===== src/rtl/core/entropy_seeded_lcg_xorshift_rng_macros.svh =====
// ----------------------------------------------------------------------------
// entropy_seeded_lcg_xorshift_rng assertion macros
// concurrent assertion helpers shared by the rng core
// ----------------------------------------------------------------------------
`ifndef ENTROPY_SEEDED_LCG_XORSHIFT_RNG_MACROS_SVH
`define ENTROPY_SEEDED_LCG_XORSHIFT_RNG_MACROS_SVH

// same-cycle implication, disabled during reset
`define ESRNG_ASSERT_NOW(label, clk, rst_n, ante, cons) \
    label: assert property (@(posedge clk) disable iff (!(rst_n)) (ante) |-> (cons)) \
        else $error("esrng assertion failed");

// next-cycle implication, disabled during reset
`define ESRNG_ASSERT_NEXT(label, clk, rst_n, ante, cons) \
    label: assert property (@(posedge clk) disable iff (!(rst_n)) (ante) |=> (cons)) \
        else $error("esrng assertion failed");

`endif


===== src/rtl/core/esrng_pkg.sv =====
// ----------------------------------------------------------------------------
// esrng_pkg
// constants and types shared by the entropy seeded rng core
// ----------------------------------------------------------------------------
package esrng_pkg;

    localparam logic [31:0] SEED_RESET    = 32'h1234_5678;
    localparam logic [31:0] SEED_FALLBACK = 32'h5EED_5EED;
    localparam logic [31:0] LCG_MUL       = 32'd1103515245;
    localparam logic [31:0] LCG_ADD       = 32'd12345;

    localparam int XS_SHL_A = 13;
    localparam int XS_SHR_B = 17;
    localparam int XS_SHL_C = 5;

    localparam logic FUNC_SEED = 1'b0;
    localparam logic FUNC_GEN  = 1'b1;

    typedef struct packed {
        logic       func;
        logic [9:0] adc_sample;
        logic [7:0] timer0_count;
        logic [15:0] timer1_count;
        logic [7:0] timer2_count;
    } t_in_item;

    typedef struct packed {
        logic [31:0] seed_next;
        logic [31:0] pool_next;
        logic [7:0]  rand_byte;
        logic        byte_valid;
        logic        reseeded;
    } t_step;

endpackage


===== src/rtl/core/esrng_mix.sv =====
// ----------------------------------------------------------------------------
// esrng_mix
// one-step datapath: noise word, lcg + xorshift, pool fold and reseed select
// ----------------------------------------------------------------------------
module esrng_mix (
    input  esrng_pkg::t_in_item i_item,
    input  logic [31:0]         i_seed,
    input  logic [31:0]         i_pool,
    input  logic                i_pool_full,
    output esrng_pkg::t_step    o_step
);

    logic [31:0] noise;
    logic [31:0] lcg;
    logic [31:0] xs_a;
    logic [31:0] xs_b;
    logic [31:0] xs_c;
    logic [31:0] pool_mix;
    logic [31:0] pool_rot;
    logic        is_gen;

    assign noise = {22'd0, i_item.adc_sample}
                 ^ {8'd0, i_item.timer0_count, 16'd0}
                 ^ {8'd0, i_item.timer1_count, 8'd0}
                 ^ {24'd0, i_item.timer2_count};

    // low 32 bits of the product only
    assign lcg  = (i_seed * esrng_pkg::LCG_MUL + esrng_pkg::LCG_ADD) ^ noise;
    assign xs_a = lcg  ^ (lcg  << esrng_pkg::XS_SHL_A);
    assign xs_b = xs_a ^ (xs_a >> esrng_pkg::XS_SHR_B);
    assign xs_c = xs_b ^ (xs_b << esrng_pkg::XS_SHL_C);

    assign pool_mix = i_pool ^ noise;
    assign pool_rot = {pool_mix[30:0], pool_mix[31]};

    assign is_gen = (i_item.func == esrng_pkg::FUNC_GEN);

    always_comb begin
        o_step = '0;
        if (is_gen) begin
            o_step.seed_next  = xs_c;
            o_step.pool_next  = i_pool;
            o_step.rand_byte  = xs_c[31:24];
            o_step.byte_valid = 1'b1;
        end else if (i_pool_full) begin
            o_step.seed_next = (pool_rot != 32'd0) ? pool_rot : esrng_pkg::SEED_FALLBACK;
            o_step.pool_next = 32'd0;
            o_step.reseeded  = 1'b1;
        end else begin
            o_step.seed_next = i_seed;
            o_step.pool_next = pool_rot;
        end
    end

endmodule


===== src/rtl/core/entropy_seeded_lcg_xorshift_rng.sv =====
// ----------------------------------------------------------------------------
// entropy_seeded_lcg_xorshift_rng
// byte random generator seeded from converter and timer noise
//
//   channel | direction | handshake                  | payload
//   input   | in        | i_in_valid / o_in_stall    | func, adc_sample, timer counts
//   output  | out       | o_out_valid / i_out_stall  | rand_byte, byte_valid, reseeded
//
// one transaction per cycle unless the output stalls; input then result register
// the seed, pool and count loop closes through the combinational mix logic
// i_rst_n is synchronous: seed 0x12345678, pool and count cleared, both stages empty
// an output stall holds the result register, the input register fills, then
// o_in_stall rises
// ----------------------------------------------------------------------------
`include "entropy_seeded_lcg_xorshift_rng_macros.svh"

module entropy_seeded_lcg_xorshift_rng #(
    parameter int SEED_SAMPLES = 32
) (
    input  logic        i_clk,
    input  logic        i_rst_n,
    input  logic        i_in_valid,
    output logic        o_in_stall,
    input  logic        i_func,
    input  logic [9:0]  i_adc_sample,
    input  logic [7:0]  i_timer0_count,
    input  logic [15:0] i_timer1_count,
    input  logic [7:0]  i_timer2_count,
    output logic        o_out_valid,
    input  logic        i_out_stall,
    output logic [7:0]  o_rand_byte,
    output logic        o_byte_valid,
    output logic        o_reseeded
);

    localparam int CNT_W = (SEED_SAMPLES > 1) ? $clog2(SEED_SAMPLES) : 1;

    esrng_pkg::t_in_item r_in;
    logic                r_in_valid;
    logic                r_out_valid;
    logic [7:0]          r_rand_byte;
    logic                r_byte_valid;
    logic                r_reseeded;
    logic [31:0]         r_seed;
    logic [31:0]         r_pool;
    logic [CNT_W-1:0]    r_count;
    logic [CNT_W-1:0]    n_count;

    esrng_pkg::t_step    step;
    logic [CNT_W:0]      count_inc;
    logic                pool_full;
    logic                advance;
    logic                in_take;

    assign advance = r_in_valid && (!r_out_valid || !i_out_stall);
    assign o_in_stall = r_in_valid && r_out_valid && i_out_stall;
    assign in_take = i_in_valid && !o_in_stall;

    assign count_inc = {1'b0, r_count} + (CNT_W+1)'(1);
    assign pool_full = (count_inc >= (CNT_W+1)'(SEED_SAMPLES));

    always_comb begin
        n_count = r_count;
        if (r_in.func == esrng_pkg::FUNC_SEED) begin
            n_count = pool_full ? '0 : count_inc[CNT_W-1:0];
        end
    end

    esrng_mix u_mix (
        .i_item      (r_in),
        .i_seed      (r_seed),
        .i_pool      (r_pool),
        .i_pool_full (pool_full),
        .o_step      (step)
    );

    // input register
    always_ff @(posedge i_clk) begin
        if (!i_rst_n) begin
            r_in_valid <= 1'b0;
        end else if (in_take) begin
            r_in_valid <= 1'b1;
        end else if (advance) begin
            r_in_valid <= 1'b0;
        end
    end

    always_ff @(posedge i_clk) begin
        if (in_take) begin
            r_in.func         <= i_func;
            r_in.adc_sample   <= i_adc_sample;
            r_in.timer0_count <= i_timer0_count;
            r_in.timer1_count <= i_timer1_count;
            r_in.timer2_count <= i_timer2_count;
        end
    end

    // generator state
    always_ff @(posedge i_clk) begin
        if (!i_rst_n) begin
            r_seed  <= esrng_pkg::SEED_RESET;
            r_pool  <= 32'd0;
            r_count <= '0;
        end else if (advance) begin
            r_seed  <= step.seed_next;
            r_pool  <= step.pool_next;
            r_count <= n_count;
        end
    end

    // result register
    always_ff @(posedge i_clk) begin
        if (!i_rst_n) begin
            r_out_valid <= 1'b0;
        end else if (advance) begin
            r_out_valid <= 1'b1;
        end else if (!i_out_stall) begin
            r_out_valid <= 1'b0;
        end
    end

    always_ff @(posedge i_clk) begin
        if (advance) begin
            r_rand_byte  <= step.rand_byte;
            r_byte_valid <= step.byte_valid;
            r_reseeded   <= step.reseeded;
        end
    end

    assign o_out_valid  = r_out_valid;
    assign o_rand_byte  = r_rand_byte;
    assign o_byte_valid = r_byte_valid;
    assign o_reseeded   = r_reseeded;

    `ESRNG_ASSERT_NOW(a_flags_exclusive, i_clk, i_rst_n, r_out_valid, !(r_byte_valid && r_reseeded))
    `ESRNG_ASSERT_NOW(a_seed_byte_zero, i_clk, i_rst_n, r_out_valid && !r_byte_valid, r_rand_byte == 8'd0)
    `ESRNG_ASSERT_NOW(a_count_range, i_clk, i_rst_n, 1'b1, {1'b0, r_count} < (CNT_W+1)'(SEED_SAMPLES))
    `ESRNG_ASSERT_NEXT(a_reseed_clears, i_clk, i_rst_n, advance && step.reseeded, (r_pool == 32'd0) && (r_count == '0) && o_reseeded)
    `ESRNG_ASSERT_NOW(a_stall_full, i_clk, i_rst_n, o_in_stall, r_in_valid && r_out_valid)

endmodule

===== config.mk =====
export PLATFORM = sky130hd
export DESIGN_NAME = entropy_seeded_lcg_xorshift_rng
export DESIGN_NICKNAME = d
export VERILOG_FILES = /design/src/rtl/core/esrng_pkg.sv /design/src/rtl/core/esrng_mix.sv /design/src/rtl/core/entropy_seeded_lcg_xorshift_rng.sv
export VERILOG_INCLUDE_DIRS = /design/src /design/src/rtl/core
export SDC_FILE = /design/constraint.sdc
export NUM_CORES = 1
export LEC_CHECK = 0
export BUFFER_PORTS_ARGS = -buffer_cell sky130_fd_sc_hd__buf_2
export CORE_MARGIN = 2
export CORE_UTILIZATION = 60
export CTS_CLUSTER_DIAMETER = 80
export DETAILED_ROUTE_END_ITERATION = 10
export PLACE_DENSITY = 0.79
export SYNTH_ARGS = -nofsm -noshare
export SYNTH_HDL_FRONTEND = slang
export SYNTH_SLANG_ARGS = --single-unit

===== constraint.sdc =====
create_clock -name i_clk -period 15 [get_ports i_clk]
set_input_delay 3 -clock i_clk [delete_from_list [all_inputs] [get_ports i_clk]]
set_output_delay 3 -clock i_clk [all_outputs]
set_load 0.02 [all_outputs]

==> qor.yml, run 1 <==
global_route:
  antenna_found_initial: 0
  grtUsageTotal_pct: 30.7
  grt_max_degree: 63
  grt-ovfl-total: 0
  grt_pass1_wl_um: 60700
  grt_pass1_vias: 11200
yosys:
  synth.distinct_cells: 70
  synthSimpleGateAreaFrac_pct: 6.30
  ys.flop_type: "dfxtp_1"
  synth_xor_area_share_pct: 12.1
  synth_fp_nets: 1965
  synthCells: 1523
  ys_ff_latch: 124
  async_flop_share_pct: 0
  synth_edf_count: 53
  synth_compound_area_share_pct: 9.25
  synth_top_family_by_area: "adder cells"
  synth_fa_ha_area_share_pct: 41.9
  yosysSeqAreaShare_pct: 19.8
  syn_area_um2: 15200
  avgSynthCellArea_um2: 9.97
  yosysWarnings: 0
  yosys-mux-area-fraction_pct: 0
floorplan:
  rows: 58
  fp.dieW_um: 163
  ioPinCount: 59
  die_y_um: 163
  dieArea_um2: 26600
  core_area_um2: 25000
  start_util_pct: 60.6
cells_and_area:
  area_growth_pct: 7.97
  final_common_cell: "inv_1"
  nets: 2020
  drive_above_1_share_pct: 7.23
  antennaDiodeCount: 0
  final.fill_count: 2042
  layout_common_cells: "inv_1 (401), ha_1 (207), fa_1 (188)"
sta:
  slew_headroom_pct: 14.4
  finalMaxSlewViolations: 0
  rsz0062_at_grt: "no"
  setup_viol: 0
  fin_crit_ns: 7.83
  setup_tns_ns: 0
  worstMarginPinSlew_ns: 1.28
  max_freq_mhz: 128
  hold_viol: 0
  post-route-period-util_pct: 52.2
  fin_skew_ns: 0.0117
worst_setup_path:
  crit_arrival_ns: 8.09
  criticalPathCategory: "reg2reg"
  endpoint_kind: "register"
  crit_required_ns: 15.26
  critPathMaxFanout: 10
  worst_setup_path_start_kind: "register"
  r2r_slack_ns: 7.17
  r2r_cells: 24
clock_tree:
  cts_resized: 0
  clock-sinks: 124
  hold_buffers: 0
  clockBufferDepth: 2
  cts_root_buf: "clkbuf_16"
  post_cts_buffers: 0
  h-tree-depth: 4
  cts.reportedPaths.clkPinSlew_ns: 0.06
  clock_latency_ns: 0.42
  cts_tree: "built"
  cts_buffers: 17
routing:
  vias_per_cell: 5.54
  routed_wl_um: 38600
  final_antenna_net_count: 0
  drt_iter0_markers: 653
  route.detailed.drc: 0
  vias: 10600
  drtPass1Iterations: 5
  wl_per_cell_um: 20.1
flow_run:
  maxCapViolCount: 0
placement:
  dpl.hpwl_um: 32800
  io_buffers: 58
  gp_congestion: 0.985
min_path:
  hold-path-cell-count: 2
  hold_path_class: "reg2reg"
status:
  outcome: "finished clean"
through the flow:
step                hold slack (ns)  instances  area, um^2  setup WS [ns]  util (%)
floorplan                     0.466       1523       15200           8.18         -
global placement              0.485       1889       15800           7.43      63.3
detailed placement            0.519       1889       15800           7.29      63.3
CTS                           0.533       1921       16400           7.25      65.5
global route                  0.546       1921       16400           6.88      65.5
finish                        0.527       1921       16400           7.17      65.5
state kept, by name, indices dropped and copies added, names as in the netlist:
name,cells
r_count,5
o_out_valid,1
r_in_valid,1
r_pool,32
o_rand_byte,8
o_byte_valid,1
r_seed,32
o_reseeded,1
r_in,43
critical path, cell delays in order (launching register included):
cell       delay (ns)
dfxtp_1          0.73
inv_1            0.31
ha_1             0.39
inv_1            0.34
ha_1             0.23
inv_1            0.06
fa_1             0.40
fa_1             0.51
inv_1            0.04
ha_1             0.25
inv_1            0.05
fa_1             0.52
inv_1            0.05
fa_1             0.52
fa_1             0.46
ha_1             0.36
a21oi_1          0.32
o211ai_1         0.14
a21oi_1          0.27
o32a_1           0.37
o31ai_4          0.13
o31ai_1          0.37
xnor3_2          0.54
xnor2_1          0.17
o2111ai_1        0.11
layer usage:
| layer | wire (um) | global-route usage [%] |
|---|---|---|
| met1 | 15900 | 39.9 |
| met2 | 18600 | 50.9 |
| met3 | 2370 | 4.88 |
| met4 | 1700 | 13.7 |
| met5 | 0 | 0 |
synthesized netlist by cell type (3+ instances only):
master / number / area (um^2)
nor3_1: 9 / 45.0
nor2_1: 31 / 116
nor2b_1: 37 / 231
o21ai_0: 51 / 255
o41ai_1: 3 / 26.3
a22oi_1: 32 / 240
nand2b_1: 7 / 43.8
a211oi_1: 5 / 37.5
nor4_1: 7 / 43.8
a21boi_0: 3 / 22.5
xor2_1: 44 / 385
o2111ai_1: 3 / 26.3
and3_1: 8 / 50.1
clkbuf_1: 28 / 105
a21o_1: 7 / 52.6
fa_1: 188 / 3760
o2bb2ai_1: 3 / 26.3
o211ai_1: 14 / 105
nand3_1: 9 / 45.0
dfxtp_1: 71 / 1420
a31oi_1: 12 / 75.1
and2_1: 7 / 43.8
edfxtp_1: 53 / 1590
nor3b_1: 3 / 22.5
a221oi_1: 4 / 35.0
xnor2_1: 130 / 1140
nand2_1: 47 / 176
inv_1: 401 / 1510
a22o_1: 3 / 26.3
o21ai_1: 4 / 20.0
xnor3_1: 12 / 270
a21oi_1: 32 / 160
ha_1: 207 / 2590
cells by family (layout without fill, tap and decap cells):
kind of cell / count (synthesis) / after routing
AND/OR/NAND/NOR: 182 / 182
AO/OA/AOI/OAI: 205 / 205
flip-flops: 124 / 124
XOR/XNOR: 188 / 188
adder cells (fa/ha/maj): 395 / 395
buffers and inverters: 429 / 497
area by class of cell:
type                    instances  area, um^2  share of cell area, %
clock inverters                14         120                  0.733
repair buffers                 64         335                   2.05
flip-flops and latches        124        3010                   18.4
multi-input cells             970       10600                   64.5
well taps                     330         413                   2.52
inverters                     401        1510                   9.18
clock buffers                  18         429                   2.62
path summary, 6_finish.rpt:
check,end,startpoint
max,r_seed[14],r_seed[0]
min,o_out_valid,r_in_valid
max reg2reg,r_seed[14],r_seed[0]
min reg2reg,o_out_valid,r_in_valid
Power of run 1 is not shown: default switching activity piles up to over one toggle a cycle in this logic, so the estimate is an artifact.
==> run 2: changes to the inputs <==
- ABC_AREA: unset -> 1
- CORE_UTILIZATION: 60 -> 59
- PLACE_DENSITY: 0.79 -> 0.81
- clock period: 15 -> 6.4 ns (I/O delays scaled with it)
==> run 2 against run 1 <==
  * The flow now finishes with violations (setup timing)
  * Global-route usage grew 5.1 points
  * Area after synthesis rose by 3.8%
  * Clock-buffer cell count is 1 higher
  * Critical path type unchanged
==> qor.yml, run 2 <==
status:
  outcome: "finished with violations"
  violations: "setup timing"
yosys:
  async_flop_share_pct: 0
  synth.distinct_cells: 50
  avgSynthCellArea_um2: 8.51
  synthCells: 1852
  synth_common_cells: "inv_1 (512), nand2_1 (260), ha_1 (207)"
  yosysWarnings: 0
  synth_most_common_cell: "inv_1"
  yosysSeqAreaShare_pct: 19.1
  synth.area.top_cells: "fa_1 (24%), ha_1 (16%), inv_1 (12%)"
  synth_edf_count: 53
  syn_area_um2: 15800
  synth_largest_area_cell: "fa_1"
  synth_fp_nets: 2294
  ys.flop_type: "dfxtp_1"
  synthDominantCellAreaShare_pct: 23.9
  ys_ff_latch: 124
sta:
  finalMaxSlewViolations: 0
  rsz0062_at_grt: "yes"
  setup_viol: 24
  fin_skew_ns: 0.0241
  fin_crit_ns: 6.55
  worstMarginPinSlew_ns: 1.22
  hold_viol: 0
  max_freq_mhz: 153
  slew_headroom_pct: 18.4
  layout_setup_ws_ns: -0.148
  post-route-period-util_pct: 102
worst_setup_path:
  reg2reg_from: "r_seed[18]"
  worst_setup_path_start_kind: "register"
  r2r_slack_ns: -0.15
  path_delay_family: "adder cells"
  crit_arrival_ns: 6.84
  criticalPathCategory: "reg2reg"
  endpoint_kind: "register"
  startpoint: "r_seed[18]"
  critPathMaxFanout: 4
  r2r_end: "r_seed[6]"
  worst-path-buf-inv: 9
  r2r_cells: 28
  crit_path_max_incr_delay_ns: 0.53
  crit_required_ns: 6.69
  cp_slowest_cell: "fa_1"
cells_and_area:
  largest_register_ffs: 43
  drive_above_1_share_pct: 32.4
  area_growth_pct: 32.2
  nets: 2615
  layoutNonFillerInstCount: 2521
  largest_register: "r_in"
  stdcell_area_um2: 20800
  antennaDiodeCount: 0
  final_common_cell: "inv_1"
  top_regs: "r_in (43), r_pool (32), r_seed (32)"
  layout_common_cells: "inv_1 (472), buf_4 (237), nand2_1 (192)"
clock_tree:
  clock-sinks: 124
  cts.reportedPaths.clkPinSlew_ns: 0.07
  clockBufferDepth: 2
  cts_buffers: 17
  h-tree-depth: 4
  cts_root_buf: "clkbuf_16"
  clock_latency_ns: 0.44
  cts_tree: "built"
placement:
  dp.cells: 2446
  dpl_cell_area_um2: 18100
  gp_congestion: 1.02
  dpl.hpwl_um: 40000
  io_buffers: 58
global_route:
  grt-ovfl-total: 0
  antenna_found_initial: 0
  grtUsageTotal_pct: 35.8
  grt_pass1_wl_um: 76300
  grt_pass1_vias: 13900
  grt_max_degree: 48
routing:
  vias_per_cell: 5.41
  drtPass1Iterations: 6
  route.detailed.drc: 0
  final_antenna_net_count: 0
  routed_wl_um: 50100
  vias: 13600
  drt_iter0_markers: 1173
  wl_per_cell_um: 19.9
min_path:
  holdPathEnd: "r_pool[12]"
  hold_path_class: "reg2reg"
  min_from: "r_pool[12]"
  hold-path-cell-count: 2
flow_run:
  maxCapViolCount: 0
floorplan:
  start_util_pct: 60.3
  fp.dieW_um: 167
  rows: 59
  die_y_um: 167
  ioPinCount: 59
  dieArea_um2: 28000
  core_area_um2: 26100
-- run 2: changes by cell type in the layout (fill, tap and decap cells not counted), moves of 48 or more --
cell	before	now
nand2_2	1	58
nand2_1	47	192
buf_4	6	237
xnor2_1	130	43
ha_1	207	159
inv_1	401	472
-- run 2: per-stage QoR --
stage / setup TNS (ns) / setup slack (ns) / utilization, % / hold slack (ns)
2_1_floorplan: 0 / 0.0411 / - / 0.443
4_1_cts: -0.206 / -0.0422 / 75.3 / 0.482
5_1_grt: -8.05 / -0.400 / 79.8 / 0.501
3_3_place_gp: -10.73 / -0.496 / 69.2 / 0.460
3_5_place_dp: -12.09 / -0.501 / 69.2 / 0.472
6_report: -1.25 / -0.148 / 79.8 / 0.484
-- run 2: cells by family (layout without fill, tap and decap cells) --
family	after synthesis	after routing	synth area share, %
AO/OA/AOI/OAI	203	203	7.22
XOR/XNOR	121	121	7.55
adder cells (fa/ha/maj)	395	395	40.3
buffers and inverters	546	880	13.1
flip-flops	124	124	19.1
AND/OR/NAND/NOR	463	463	12.7
-- run 2: worst max path at each step --
| stage | to | slack [ns] | depth (start not counted) |
|---|---|---|---|
| floorplan | o_rand_byte[5] | 0.04 | 27 |
| global placement | r_seed[9] | -0.50 | 28 |
| detailed placement | r_seed[9] | -0.50 | 28 |
| CTS | r_seed[9] | -0.04 | 37 |
| global route | r_seed[14] | -0.40 | 33 |
| finish | r_seed[6] | -0.15 | 28 |
-- run 2: tightest hold or removal path, cell delays in order, from the launching register on --
cell and delay (ns):
dfxtp_1 0.32, nand2_1 0.06, a21oi_1 0.06
-- run 2: what timing repair did --
item,4_1_cts,5_1_grt
setup buffers,21,23
hold buffers,0,0
pin swaps,92,105
gates resized for setup,197,232
setup endpoints to repair,40,40
-- run 2: cell type report --
class | count | area (um^2)
tap | 335 | 419
multi-input combinational | 1182 | 12300
clock buffer | 19 | 475
sequential | 124 | 3080
inverter | 520 | 1970
timing repair buffer | 328 | 2470
fill | 1702 | 5290
clock inverter | 13 | 143
-- run 2: routing by layer --
layer	track usage (%)	part of all wire, %	vias to the layer above
met2	61.5	49	510
met5	0	0	-
met1	46.3	40	6684
met3	4.59	6.2	123
li1	-	-	6316
met4	14.1	4.7	0
Power of run 2 is left out for the same reason.
==> run 3: changes to the inputs <==
- CELL_PAD_IN_SITES_DETAIL_PLACEMENT: unset -> 1
- CELL_PAD_IN_SITES_GLOBAL_PLACEMENT: unset -> 1
- CORE_UTILIZATION: 59 -> 45
- PLACE_DENSITY: 0.81 -> 0.8
==> run 3 against run 2 <==
  * The run still ends with setup timing left
  * Final cell count increased by 4.9%
  * Highest routed layer is now met5
  * Worst hold slack hardly changed
  * Non-clock buffer count increased by 3
  * Clock skew is 0.0091 ns lower
  * Register-to-register slack got worse by 0.50 ns
  * Sequential share of layout area shrank 0.31 points
  * Die area increased by 30%
==> qor.yml, run 3 (synthesis results as in run 2) <==
global_route:
  antenna_found_initial: 1
  grt_max_degree: 48
  grt_pass1_wl_um: 96100
  grt-ovfl-total: 0
  grt_pass1_vias: 16400
  grtUsageTotal_pct: 35.9
min_path:
  hold-path-cell-count: 1
  holdPathEnd: "r_count[0]"
  hold_path_class: "reg2reg"
  min_from: "r_count[0]"
floorplan:
  dieArea_um2: 36500
  core_area_um2: 34500
  ioPinCount: 59
  start_util_pct: 45.6
  die_y_um: 191
  fp.dieW_um: 191
  rows: 68
sta:
  slew_headroom_pct: 11.5
  worstMarginPinSlew_ns: 1.33
  layout_setup_ws_ns: -0.647
  hold_viol: 0
  fin_skew_ns: 0.0150
  rsz0062_at_grt: "yes"
  finalMaxSlewViolations: 0
  fin_crit_ns: 7.05
  post-route-period-util_pct: 110
  setup_tns_ns: -18.56
  max_freq_mhz: 142
  setup_viol: 40
cells_and_area:
  area_growth_pct: 35.3
  largest_register: "r_in"
  largest_register_ffs: 43
  antennaDiodeCount: 0
  final_common_cell: "inv_1"
  layout_common_cells: "inv_1 (461), buf_4 (236), nand2_1 (189)"
  final_util_pct: 61.7
  drive_above_1_share_pct: 34.0
  top_regs: "r_in (43), r_pool (32), r_seed (32)"
  nets: 2618
worst_setup_path:
  crit_arrival_ns: 7.42
  r2r_end: "r_seed[6]"
  crit_path_max_incr_delay_ns: 0.58
  reg2reg_from: "r_seed[7]"
  endpoint_kind: "register"
  critPathMaxFanout: 4
  cp_slowest_cell: "fa_1"
  worst_setup_path_start_kind: "register"
  r2r_slack_ns: -0.65
  r2r_cells: 28
  cpMostUsedCell: "fa_1"
  criticalPathCategory: "reg2reg"
  crit_required_ns: 6.77
clock_tree:
  cts_tree: "built"
  clockBufferDepth: 2
  clock-sinks: 124
  h-tree-depth: 4
  clock_latency_ns: 0.44
  cts_buffers: 17
  cts.reportedPaths.clkPinSlew_ns: 0.07
  cts_root_buf: "clkbuf_16"
placement:
  gp_congestion: 0.940
  place_ws_ns: -1.06
  io_buffers: 58
  dpl.hpwl_um: 47800
flow_run:
  maxCapViolCount: 0
routing:
  vias: 15400
  drt_iter0_markers: 1181
  routed_wl_um: 75500
  route.detailed.drc: 0
  wl_per_cell_um: 28.6
  drtPass1Iterations: 6
  final_antenna_net_count: 0
  vias_per_cell: 5.82
status:
  outcome: "finished with violations"
  violations: "setup timing"
-- run 3: changes by cell type in the layout (fill, tap and decap cells not counted), sizes merged --
| cell | change |
|---|---|
| buf | +3 |
| bufinv | +1 |
| clkbuf | +4 |
| clkinv | -2 |
| inv | -3 |
-- run 3: final cells by class --
type                    instances  area, um^2
fillers                      3938       13200
inverters                     520        1970
multi-input cells            1182       12600
flip-flops and latches        124        3090
repair buffers                331        2520
clock inverters                 9         104
well taps                     455         569
clock buffers                  23         510
-- run 3: worst max path at each step --
stage | start | endpoint | slack, ns | cells past startpoint
after global routing | r_seed[7] | r_seed[25] | -0.76 | 29
after detailed placement | r_seed[8] | r_seed[14] | -1.06 | 32
after CTS | r_seed[9] | r_seed[6] | -0.09 | 27
after global placement | r_seed[8] | r_seed[14] | -0.80 | 32
final | r_seed[7] | r_seed[6] | -0.65 | 28
after floorplan | r_seed[5] | o_rand_byte[5] | 0.04 | 27
-- run 3: worst max-delay path, delay by kind of cell, from the launching register on --
kind / cells / cell delay, ns
AOI/OAI and AO/OA: 3 / 0.46
xor gates and xnor gates: 4 / 1.03
adders and majority gates: 9 / 4.09
buffers and inverters: 7 / 0.55
DFF: 1 / 0.39
and+or+nand+nor: 5 / 0.45
-- run 3: timing repair --
action,in CTS,in global routing
endpoints found under the setup margin,40,40
pin swaps,93,108
hold buffers,0,0
gates resized for setup,244,249
buffers inserted,21,37
-- run 3: per-stage QoR --
step | cells | hold WS (ns) | cell area [um^2]
after global placement | 2560 | 0.458 | 18200
final | 2644 | 0.484 | 21300
after detailed placement | 2560 | 0.471 | 18200
after global routing | 2644 | 0.508 | 21300
after floorplan | 1852 | 0.443 | 15800
after CTS | 2610 | 0.479 | 20100
-- run 3: routing by layer --
layer  vias to the layer above  share of wire (%)  track usage, %
met5                         -              0.024               0
met1                      7667                 34            39.5
met2                       944                 48            64.2
li1                       6300                  -               -
met3                       486                6.9            4.74
met4                         2                 10            24.8
Power of run 3 is left out for the same reason.
